--- config.mk ---
export PLATFORM = sky130hd
export DESIGN_NAME = masked_kruskal_mst_weight_unit
export DESIGN_NICKNAME = d
export VERILOG_FILES = /design/src/design/mkmst_pkg.sv /design/src/design/masked_kruskal_mst_weight_unit.sv /design/src/design/mkmst_ctrl.sv /design/src/design/mkmst_dp.sv
export SDC_FILE = /design/constraint.sdc
export NUM_CORES = 2
export LEC_CHECK = 0
export ABC_AREA = 1
export BUFFER_PORTS_ARGS = -buffer_cell sky130_fd_sc_hd__buf_2
export CORE_MARGIN = 4
export CORE_UTILIZATION = 37
export CTS_BUF_LIST = sky130_fd_sc_hd__clkbuf_4 sky130_fd_sc_hd__clkbuf_8
export CTS_CLUSTER_SIZE = 25
export DETAILED_ROUTE_END_ITERATION = 8
export HOLD_SLACK_MARGIN = 0.03
export MAX_ROUTING_LAYER = met4
export SLEW_MARGIN = 10
export SYNTH_ARGS = -nofsm -noshare
export SYNTH_HDL_FRONTEND = slang
export SYNTH_HIERARCHICAL = 1
export SYNTH_SLANG_ARGS = --single-unit
--- constraint.sdc ---
create_clock -name clk -period 4.3 [get_ports clk]
set_input_delay 1.29 -clock clk [delete_from_list [all_inputs] [get_ports clk]]
set_output_delay 1.29 -clock clk [all_outputs]
set_load 0.05 [all_outputs]
--- src/design/mkmst_pkg.sv ---
// shared types and constants for the masked kruskal spanning-forest unit
// no dependencies
`timescale 1ns / 1ps

package mkmst_pkg;

  // sizes
  localparam int MAX_NODES   = 16;
  localparam int EDGE_SLOTS  = 120;
  localparam int WEIGHT_BITS = 16;

  localparam int NODE_BITS  = $clog2(MAX_NODES);
  localparam int NCNT_BITS  = $clog2(MAX_NODES + 1);
  localparam int SLOT_BITS  = $clog2(EDGE_SLOTS);
  localparam int SCNT_BITS  = $clog2(EDGE_SLOTS + 1);

  // fixed field widths
  localparam int FIELD_NODE_BITS = 4;
  localparam int FIELD_SLOT_BITS = 7;
  localparam int FIELD_WGT_BITS  = 16;
  localparam int TOTAL_BITS      = 20;
  localparam int JOINED_BITS     = 4;
  localparam int CFG_IDX_BITS    = 1;
  localparam int CFG_DATA_BITS   = 7;

  // edge table entry: src, dest, weight
  localparam int ENTRY_BITS = 2 * FIELD_NODE_BITS + WEIGHT_BITS;

  // item modes
  localparam logic MODE_WRITE = 1'b0;
  localparam logic MODE_QUERY = 1'b1;

  // register indexes
  localparam logic [CFG_IDX_BITS-1:0] REG_NODE_COUNT = 1'b0;
  localparam logic [CFG_IDX_BITS-1:0] REG_EDGE_COUNT = 1'b1;

  // reset values
  localparam logic [4:0] NODE_COUNT_RST = 5'd16;
  localparam logic [6:0] EDGE_COUNT_RST = 7'd120;

  typedef enum logic [1:0] {
    ST_IDLE,
    ST_SCAN,
    ST_DRAIN,
    ST_DONE
  } mkmst_state_t;

  // controller to datapath
  typedef struct packed {
    logic                 wr_en;
    logic                 init;
    logic                 rd_en;
    logic [SLOT_BITS-1:0] rd_addr;
  } mkmst_cmd_t;

  // datapath to controller
  typedef struct packed {
    logic [SCNT_BITS-1:0] scan_len;
  } mkmst_stat_t;

endpackage

--- src/design/masked_kruskal_mst_weight_unit.sv ---
// top level of the masked kruskal spanning-forest weight unit
// depends on mkmst_pkg, mkmst_ctrl and mkmst_dp
`timescale 1ns / 1ps

// Edge-load transactions (in_mode 0) are written into the table while busy stays low,
// so one can follow every cycle. A query transaction (in_mode 1) raises busy
// and scans the edge table one slot per cycle from a single-port memory with
// a registered read, testing each edge against per-node component labels that
// all update in the same cycle on a join. The scan length is edge_count capped
// at 120. After the scan, the last read passes through a drain state, out_valid
// is raised in the done state and busy then drops; no new transaction is
// accepted while busy is high. The result is shown for exactly one
// cycle and cannot be held off. Configuration writes take effect at once and
// should be made only while busy is low.

module masked_kruskal_mst_weight_unit import mkmst_pkg::*; (
  input  logic                       clk,
  input  logic                       rst_n,
  input  logic                       start,
  output logic                       busy,
  input  logic                       in_mode,
  input  logic [FIELD_SLOT_BITS-1:0] in_edge_slot,
  input  logic [FIELD_NODE_BITS-1:0] in_edge_src,
  input  logic [FIELD_NODE_BITS-1:0] in_edge_dest,
  input  logic [FIELD_WGT_BITS-1:0]  in_edge_weight,
  input  logic [MAX_NODES-1:0]       in_visited_mask,
  output logic                       out_valid,
  output logic [TOTAL_BITS-1:0]      out_tree_weight,
  output logic [JOINED_BITS-1:0]     out_edges_joined,
  input  logic                       cfg_we,
  input  logic [CFG_IDX_BITS-1:0]    cfg_index,
  input  logic [CFG_DATA_BITS-1:0]   cfg_wdata
);

  mkmst_cmd_t  cmd;
  mkmst_stat_t stat;

  // sequencer
  mkmst_ctrl u_ctrl (
    .clk       (clk),
    .rst_n     (rst_n),
    .start     (start),
    .in_mode   (in_mode),
    .stat      (stat),
    .cmd       (cmd),
    .busy      (busy),
    .out_valid (out_valid)
  );

  // datapath
  mkmst_dp u_dp (
    .clk              (clk),
    .rst_n            (rst_n),
    .cmd              (cmd),
    .stat             (stat),
    .in_edge_slot     (in_edge_slot),
    .in_edge_src      (in_edge_src),
    .in_edge_dest     (in_edge_dest),
    .in_edge_weight   (in_edge_weight),
    .in_visited_mask  (in_visited_mask),
    .cfg_we           (cfg_we),
    .cfg_index        (cfg_index),
    .cfg_wdata        (cfg_wdata),
    .out_tree_weight  (out_tree_weight),
    .out_edges_joined (out_edges_joined)
  );

endmodule

--- src/design/mkmst_ctrl.sv ---
// query sequencer for the masked kruskal spanning-forest unit
// depends on mkmst_pkg
`timescale 1ns / 1ps

module mkmst_ctrl import mkmst_pkg::*; (
  input  logic        clk,
  input  logic        rst_n,
  input  logic        start,
  input  logic        in_mode,
  input  mkmst_stat_t stat,
  output mkmst_cmd_t  cmd,
  output logic        busy,
  output logic        out_valid
);

  mkmst_state_t         state_r, state_nxt;
  logic [SCNT_BITS-1:0] cnt_r, cnt_nxt;
  logic                 accept;

  assign accept = start && (state_r == ST_IDLE);

  // state and scan counter registers
  always_ff @(posedge clk) begin
    if (!rst_n) begin
      state_r <= ST_IDLE;
      cnt_r   <= '0;
    end else begin
      state_r <= state_nxt;
      cnt_r   <= cnt_nxt;
    end
  end

  // next state and commands
  always_comb begin
    state_nxt   = state_r;
    cnt_nxt     = cnt_r;
    cmd.wr_en   = 1'b0;
    cmd.init    = 1'b0;
    cmd.rd_en   = 1'b0;
    cmd.rd_addr = cnt_r[SLOT_BITS-1:0];
    out_valid   = 1'b0;
    case (state_r)
      ST_IDLE: begin
        if (accept && in_mode == MODE_WRITE) begin
          cmd.wr_en = 1'b1;
        end else if (accept) begin
          cmd.init = 1'b1;
          cnt_nxt  = '0;
          if (stat.scan_len == '0) begin
            state_nxt = ST_DRAIN;
          end else begin
            state_nxt = ST_SCAN;
          end
        end
      end
      ST_SCAN: begin
        cmd.rd_en = 1'b1;
        cnt_nxt   = cnt_r + SCNT_BITS'(1);
        if (cnt_r == stat.scan_len - SCNT_BITS'(1)) begin
          state_nxt = ST_DRAIN;
        end
      end
      ST_DRAIN: begin
        state_nxt = ST_DONE;
      end
      ST_DONE: begin
        out_valid = 1'b1;
        state_nxt = ST_IDLE;
      end
      default: begin
        state_nxt = ST_IDLE;
      end
    endcase
  end

  assign busy = (state_r != ST_IDLE);

`ifndef SYNTHESIS
  // a query transaction always leaves idle
  a_query_starts: assert property (@(posedge clk) disable iff (!rst_n)
    (start && !busy && in_mode == MODE_QUERY) |=> busy)
    else $error("query not started");

  // reads stay inside the scanned range
  a_rd_in_range: assert property (@(posedge clk) disable iff (!rst_n)
    cmd.rd_en |-> (SCNT_BITS'(cmd.rd_addr) < stat.scan_len))
    else $error("edge read beyond scan length");

  // one result strobe per query, then idle
  a_single_result: assert property (@(posedge clk) disable iff (!rst_n)
    out_valid |=> (!out_valid && !busy))
    else $error("result strobe not followed by idle");
`endif

endmodule

--- src/design/mkmst_dp.sv ---
// edge memory, component labels, accumulators and config registers
// depends on mkmst_pkg
`timescale 1ns / 1ps

module mkmst_dp import mkmst_pkg::*; (
  input  logic                       clk,
  input  logic                       rst_n,
  input  mkmst_cmd_t                 cmd,
  output mkmst_stat_t                stat,
  input  logic [FIELD_SLOT_BITS-1:0] in_edge_slot,
  input  logic [FIELD_NODE_BITS-1:0] in_edge_src,
  input  logic [FIELD_NODE_BITS-1:0] in_edge_dest,
  input  logic [FIELD_WGT_BITS-1:0]  in_edge_weight,
  input  logic [MAX_NODES-1:0]       in_visited_mask,
  input  logic                       cfg_we,
  input  logic [CFG_IDX_BITS-1:0]    cfg_index,
  input  logic [CFG_DATA_BITS-1:0]   cfg_wdata,
  output logic [TOTAL_BITS-1:0]      out_tree_weight,
  output logic [JOINED_BITS-1:0]     out_edges_joined
);

  logic [ENTRY_BITS-1:0]      edge_mem [EDGE_SLOTS];
  logic [ENTRY_BITS-1:0]      rd_data_r;
  logic                       rd_vld_r;
  logic [4:0]                 node_count_r;
  logic [6:0]                 edge_count_r;
  logic [NCNT_BITS-1:0]       nodes;
  logic [MAX_NODES-1:0]       mask_r;
  logic [NODE_BITS-1:0]       label_r [MAX_NODES];
  logic [TOTAL_BITS-1:0]      total_r, total_nxt;
  logic [JOINED_BITS-1:0]     joined_r, joined_nxt;
  logic [FIELD_NODE_BITS-1:0] ea, eb;
  logic [WEIGHT_BITS-1:0]     ew;
  logic [NODE_BITS-1:0]       la, lb;
  logic                       join_ok;
  logic [TOTAL_BITS:0]        sum;
  logic                       slot_ok;

  // config registers
  always_ff @(posedge clk) begin
    if (!rst_n) begin
      node_count_r <= NODE_COUNT_RST;
      edge_count_r <= EDGE_COUNT_RST;
    end else if (cfg_we) begin
      case (cfg_index)
        REG_NODE_COUNT: node_count_r <= cfg_wdata[4:0];
        REG_EDGE_COUNT: edge_count_r <= cfg_wdata[6:0];
        default: ;
      endcase
    end
  end

  // saturated node count and scan length
  assign nodes = (int'(node_count_r) > MAX_NODES) ? NCNT_BITS'(MAX_NODES)
                                                 : NCNT_BITS'(node_count_r);
  assign stat.scan_len = (int'(edge_count_r) > EDGE_SLOTS) ? SCNT_BITS'(EDGE_SLOTS)
                                                          : SCNT_BITS'(edge_count_r);

  // edge memory, one write or one registered read a cycle
  assign slot_ok = int'(in_edge_slot) < EDGE_SLOTS;

  always_ff @(posedge clk) begin
    if (cmd.wr_en && slot_ok) begin
      edge_mem[SLOT_BITS'(in_edge_slot)] <= {in_edge_src, in_edge_dest,
                                             in_edge_weight[WEIGHT_BITS-1:0]};
    end
    if (cmd.rd_en) begin
      rd_data_r <= edge_mem[cmd.rd_addr];
    end
  end

  always_ff @(posedge clk) begin
    if (!rst_n) begin
      rd_vld_r <= 1'b0;
    end else begin
      rd_vld_r <= cmd.rd_en;
    end
  end

  // edge test against labels and mask
  assign ea = rd_data_r[ENTRY_BITS-1 -: FIELD_NODE_BITS];
  assign eb = rd_data_r[WEIGHT_BITS +: FIELD_NODE_BITS];
  assign ew = rd_data_r[WEIGHT_BITS-1:0];
  assign la = label_r[NODE_BITS'(ea)];
  assign lb = label_r[NODE_BITS'(eb)];

  assign join_ok = rd_vld_r
                && (NCNT_BITS'(ea) < nodes) && (NCNT_BITS'(eb) < nodes)
                && !mask_r[NODE_BITS'(ea)] && !mask_r[NODE_BITS'(eb)]
                && (la != lb);

  // saturating accumulators
  assign sum = {1'b0, total_r} + (TOTAL_BITS + 1)'(ew);

  always_comb begin
    total_nxt  = total_r;
    joined_nxt = joined_r;
    if (join_ok) begin
      total_nxt = sum[TOTAL_BITS] ? '1 : sum[TOTAL_BITS-1:0];
      if (joined_r != '1) begin
        joined_nxt = joined_r + JOINED_BITS'(1);
      end
    end
  end

  // component labels: a join relabels the whole second component at once
  always_ff @(posedge clk) begin
    if (cmd.init) begin
      mask_r   <= in_visited_mask;
      total_r  <= '0;
      joined_r <= '0;
      for (int i = 0; i < MAX_NODES; i++) begin
        label_r[i] <= NODE_BITS'(i);
      end
    end else begin
      total_r  <= total_nxt;
      joined_r <= joined_nxt;
      if (join_ok) begin
        for (int i = 0; i < MAX_NODES; i++) begin
          if (label_r[i] == lb) begin
            label_r[i] <= la;
          end
        end
      end
    end
  end

  assign out_tree_weight  = total_r;
  assign out_edges_joined = joined_r;

endmodule

==> results.txt <==
----------------------------------------------------
[Power]
  Comb power frac ... 27.2%
  IR drop worst, VDD ... 422.9 uV
  Lkg Pwr ... 46.58 nW
  Switching share of power ... 34.78%
  Clock share of power ... 29.6%
  Cell internal power dissipation ... 0.05072 W
  Net switching power ... 0.02705 W
  Sequential fraction of design power ... 43.2%
  Power per unit of standard cell area ... 555.8 nW/um^2

[Floorplan]
  Overall die area ... 340200 sq um
  Core Footprint ... 328400 sq um
  I/O pin count ... 86
  Chip Height ... 583.2 um
  Initial Util ... 37.28%
  Die X ... 583.2 um
  Number of rows in the core area ... 210

[Drt]
  DR iter-0 viols ... 11290
  Wl on met1 ... 157400 um
  Routed length on met2 ... 174300 um
  Final routed wire length divided by cell count ... 26.00 um
  DRT Pass-1 Iters ... 6
  DRC errors left ... 0
  Wire length on met3 ... 39250 um
  WL final ... 386700 um
  Highest metal layer with signal wires ... met4
  Via-to-Cell Ratio ... 5.685
  Vias ... 84540
  Antenna-violating nets left ... 0

[Yosys]
  Async set-or-reset flop fraction in the synthesized netlist ... 0%
  Post-synthesis sequential element count ... 3030
  Primary FF master, synth ... sky130_fd_sc_hd__edfxtp_1
  Post-synthesis cell type count ... 45
  Instance count of the mapped netlist ... 9917
  Post-Synthesis Net Count ... 10010
  Count of synthesis-stage warnings from yosys ... 6
  Post-synth EDFFs ... 2984
  Part of the Yosys area used for sequential elements ... 73.94%
  Netlist Area Pre-Place ... 122400 sq um
  Mapped Avg Cell Area ... 12.35 sq um

[STA]
  Min Clock Period, post-route ... 3959 ps
  Clock Skews ... 80.96 ps
  Fin Setup TNS ... 0 ps
  Endpoints failing setup ... 0
  Setup repair after global routing missed its margin ... no
  Crit share post-route ... 92.08%
  Worst Tran Pin Value ... 1239 ps
  Fmax achieved ... 252.6 MHz
  Worst max-slew margin expressed relative to the limit ... 17.41%
  Max Transition Viols Final ... 0
  Final-report hold violation count ... 0

[Clock network]
  Clk sink count ... 3030
  Root buffer cell ... sky130_fd_sc_hd__clkbuf_8
  Maximum root-to-sink buffer count ... 4
  Clock latency on the worst-skew pair ... 1070 ps
  Cts bufs inserted ... 455
  Post-cts sizing count ... 0
  CTS H-tree depth ... 5
  Clock-pin slew on the worst setup and hold paths ... 60 ps
  CTS tree ... yes

[Placement]
  RePlAce Congestion ... 0.9069
  Half-perimeter wire length after detailed placement ... 228900 um
  Total of buffers placed on input and output ports ... 85

[Critical path]
  Max stage delay cell, worst path ... sky130_fd_sc_hd__edfxtp_1
  Data arrival time of the critical path ... 4700 ps
  Dominant cell type by count on the critical path ... sky130_fd_sc_hd__nand3_1
  Worst endpoint required time ... 5040 ps
  Length in cells of the worst reg-to-reg path ... 14
  Type of element launching the critical path ... flop
  Kind of capture point of the worst setup path ... flop
  CP Cell Sequence ... buf_4 > nand3_1 > nand3_1 > nand3_1 > nand2_2 > buf_4 > nor2_1 > nor2_1 > nor2_2 > nand2_4 > nand2_2 > inv_2 > nand2_1 > nand2_1
  Maximum fanout along the worst path ... 25
  Start-to-end type of the worst setup path ... flop to flop
  Worst stage delay on the critical path ... 900 ps

[Final layout]
  Layout cells sized above 1 ... 12.72%
  Fillers ... 30010
  Multi-input combinational cell area ... 28680 sq um
  Share of the core filled with cells ... 42.61%
  Post-synthesis to final-layout area growth ... 14.29%
  Net count reported at finish ... 10250
  Register area ... 90550 sq um
  Most used cells in the layout excluding fill and tap cells ... 2984 x sky130_fd_sc_hd__edfxtp_1, 1580 x sky130_fd_sc_hd__nor2_1, 1513 x sky130_fd_sc_hd__o21ai_0
  Most common cell after layout, fill and taps aside ... sky130_fd_sc_hd__edfxtp_1

[Global routing]
  Via count of the first global-routing pass ... 79920
  Largest net degree at the start of global routing ... 142
  Remaining Overflow, GRT ... 0
  Total routing usage reported by global routing ... 22.53%
  First-pass GRT wire length ... 553000 um
  Initial antenna violation count ... 21

[Hold path]
  Hold WC Path Type ... input port to flop
  Cell depth of the worst min-delay path ... 1

[Status]
  Outcome ... complete, no violations

[Flow run]
  Max-cap violations ... 0

----------------------------------------------------
==> worst max-delay path: cells and delay by family (launching register included) <==
family,cells,cell delay (ps)
buffers and inverters,3,1180
flip-flops,1,900
AND/OR/NAND/NOR,11,1450
==> flip-flops by register name (all words and copies together), names as in the netlist <==
signal and cells:
u_dp/out_tree_weight 20, u_ctrl/cnt_r 7, u_dp/edge_mem 2880, u_dp/node_count_r 5
u_ctrl/state_r 2, u_dp/edge_count_r 7, u_dp/mask_r 16, u_dp/out_edges_joined 4
u_dp/rd_data_r 24, u_dp/label_r 64, u_dp/rd_vld_r 1
==> metal layers <==
layer / GRT usage, % / vias up
li1: - / 36900
met1: 31.07 / 42250
met2: 33.36 / 4669
met3: 3.998 / 722
met4: 8.541 / 0
met5: - / -
==> per-stage QoR <==
| step | total power, W | worst slack (ps) | cell area [sq um] | std cells | hold slack (ps) |
|---|---|---|---|---|---|
| after global routing | 0.08120 | 184.8 | 139900 | 14860 | 355.7 |
| final | 0.07778 | 340.6 | 139900 | 14870 | 423.1 |
| after CTS | 0.07775 | 45.47 | 139900 | 14850 | 324.6 |
| after floorplan | 0.04686 | 769.8 | 122400 | 9917 | 444.2 |
| after global placement | 0.05464 | 82.74 | 131200 | 14050 | 467.6 |
| after detailed placement | 0.05494 | 82.96 | 131200 | 14050 | 487.8 |
==> Yosys cell counts, drive strengths merged, types with 2 or more instances <==
| library cell | n | share of area [%] |
|---|---|---|
| buf | 204 | 0.81 |
| edfxtp | 2984 | 73 |
| or2 | 2 | 0.010 |
| dfxtp | 46 | 0.75 |
| o221a | 4 | 0.037 |
| o21ai | 1515 | 6.2 |
| clkinv | 3 | 0.0092 |
| nor3 | 21 | 0.086 |
| nand2 | 1073 | 3.3 |
| xor2 | 47 | 0.34 |
| a211oi | 2 | 0.012 |
| a21boi | 2 | 0.012 |
| a21o | 2 | 0.012 |
| o22ai | 618 | 3.2 |
| a31oi | 5 | 0.026 |
| nor2 | 1706 | 5.2 |
| o211ai | 49 | 0.30 |
| nand4 | 32 | 0.16 |
| nor4 | 4 | 0.020 |
| a21oi | 57 | 0.23 |
| clkbuf | 483 | 1.5 |
| o221ai | 71 | 0.51 |
| ha | 30 | 0.31 |
| nand3 | 755 | 3.1 |
| inv | 191 | 0.59 |
| xnor2 | 6 | 0.043 |
==> power by group through the flow <==
stage,clock [W],combinational [W],sequential (W)
2_1_floorplan,0,0.0128,0.0340
3_3_place_gp,0,0.0204,0.0342
3_5_place_dp,0,0.0207,0.0342
4_1_cts,0.0234,0.0208,0.0336
5_1_grt,0.0247,0.0229,0.0336
6_report,0.0230,0.0212,0.0336
==> path summary, 6_finish.rpt <==
path | start | endpoint | slack (ps)
max reg2reg | u_dp/rd_data_r[17]$_DFFE_PP_ | u_dp/label_r[1][2]$_SDFFCE_PN0P_ | 340
min reg2reg | u_dp/edge_count_r[0]$_SDFFE_PN0P_ | u_dp/edge_count_r[0]$_SDFFE_PN0P_ | 500
max | u_dp/rd_data_r[17]$_DFFE_PP_ | u_dp/label_r[1][2]$_SDFFCE_PN0P_ | 340
min | in_visited_mask[6] | u_dp/mask_r[6]$_DFFE_PP_ | 420
==> layout make-up <==
| type | count | share of cell area (%) |
|---|---|---|
| inverter | 194 | 0.5401 |
| multi-input combinational | 6006 | 20.50 |
| antenna | 16 | 0.02861 |
| clock buffer | 623 | 5.412 |
| timing repair buffer | 476 | 4.152 |
| tap | 4346 | 3.886 |
| clock inverter | 180 | 0.7752 |
| sequential | 3030 | 64.71 |
==> what timing repair did <==
item                       CTS  global route
hold buffers                 0             0
setup endpoints to repair    0            77
setup buffers                0             1
==> kinds of logic after synthesis <==
group,after synthesis,synth area share [%]
adder cells (fa/ha/maj),31,0.3229
AO/OA/AOI/OAI,2328,10.51
XOR/XNOR,53,0.3791
flip-flops,3030,73.94
buffers and inverters,881,2.884
AND/OR/NAND/NOR,3594,11.96
Power figures use the tool's default switching activity.
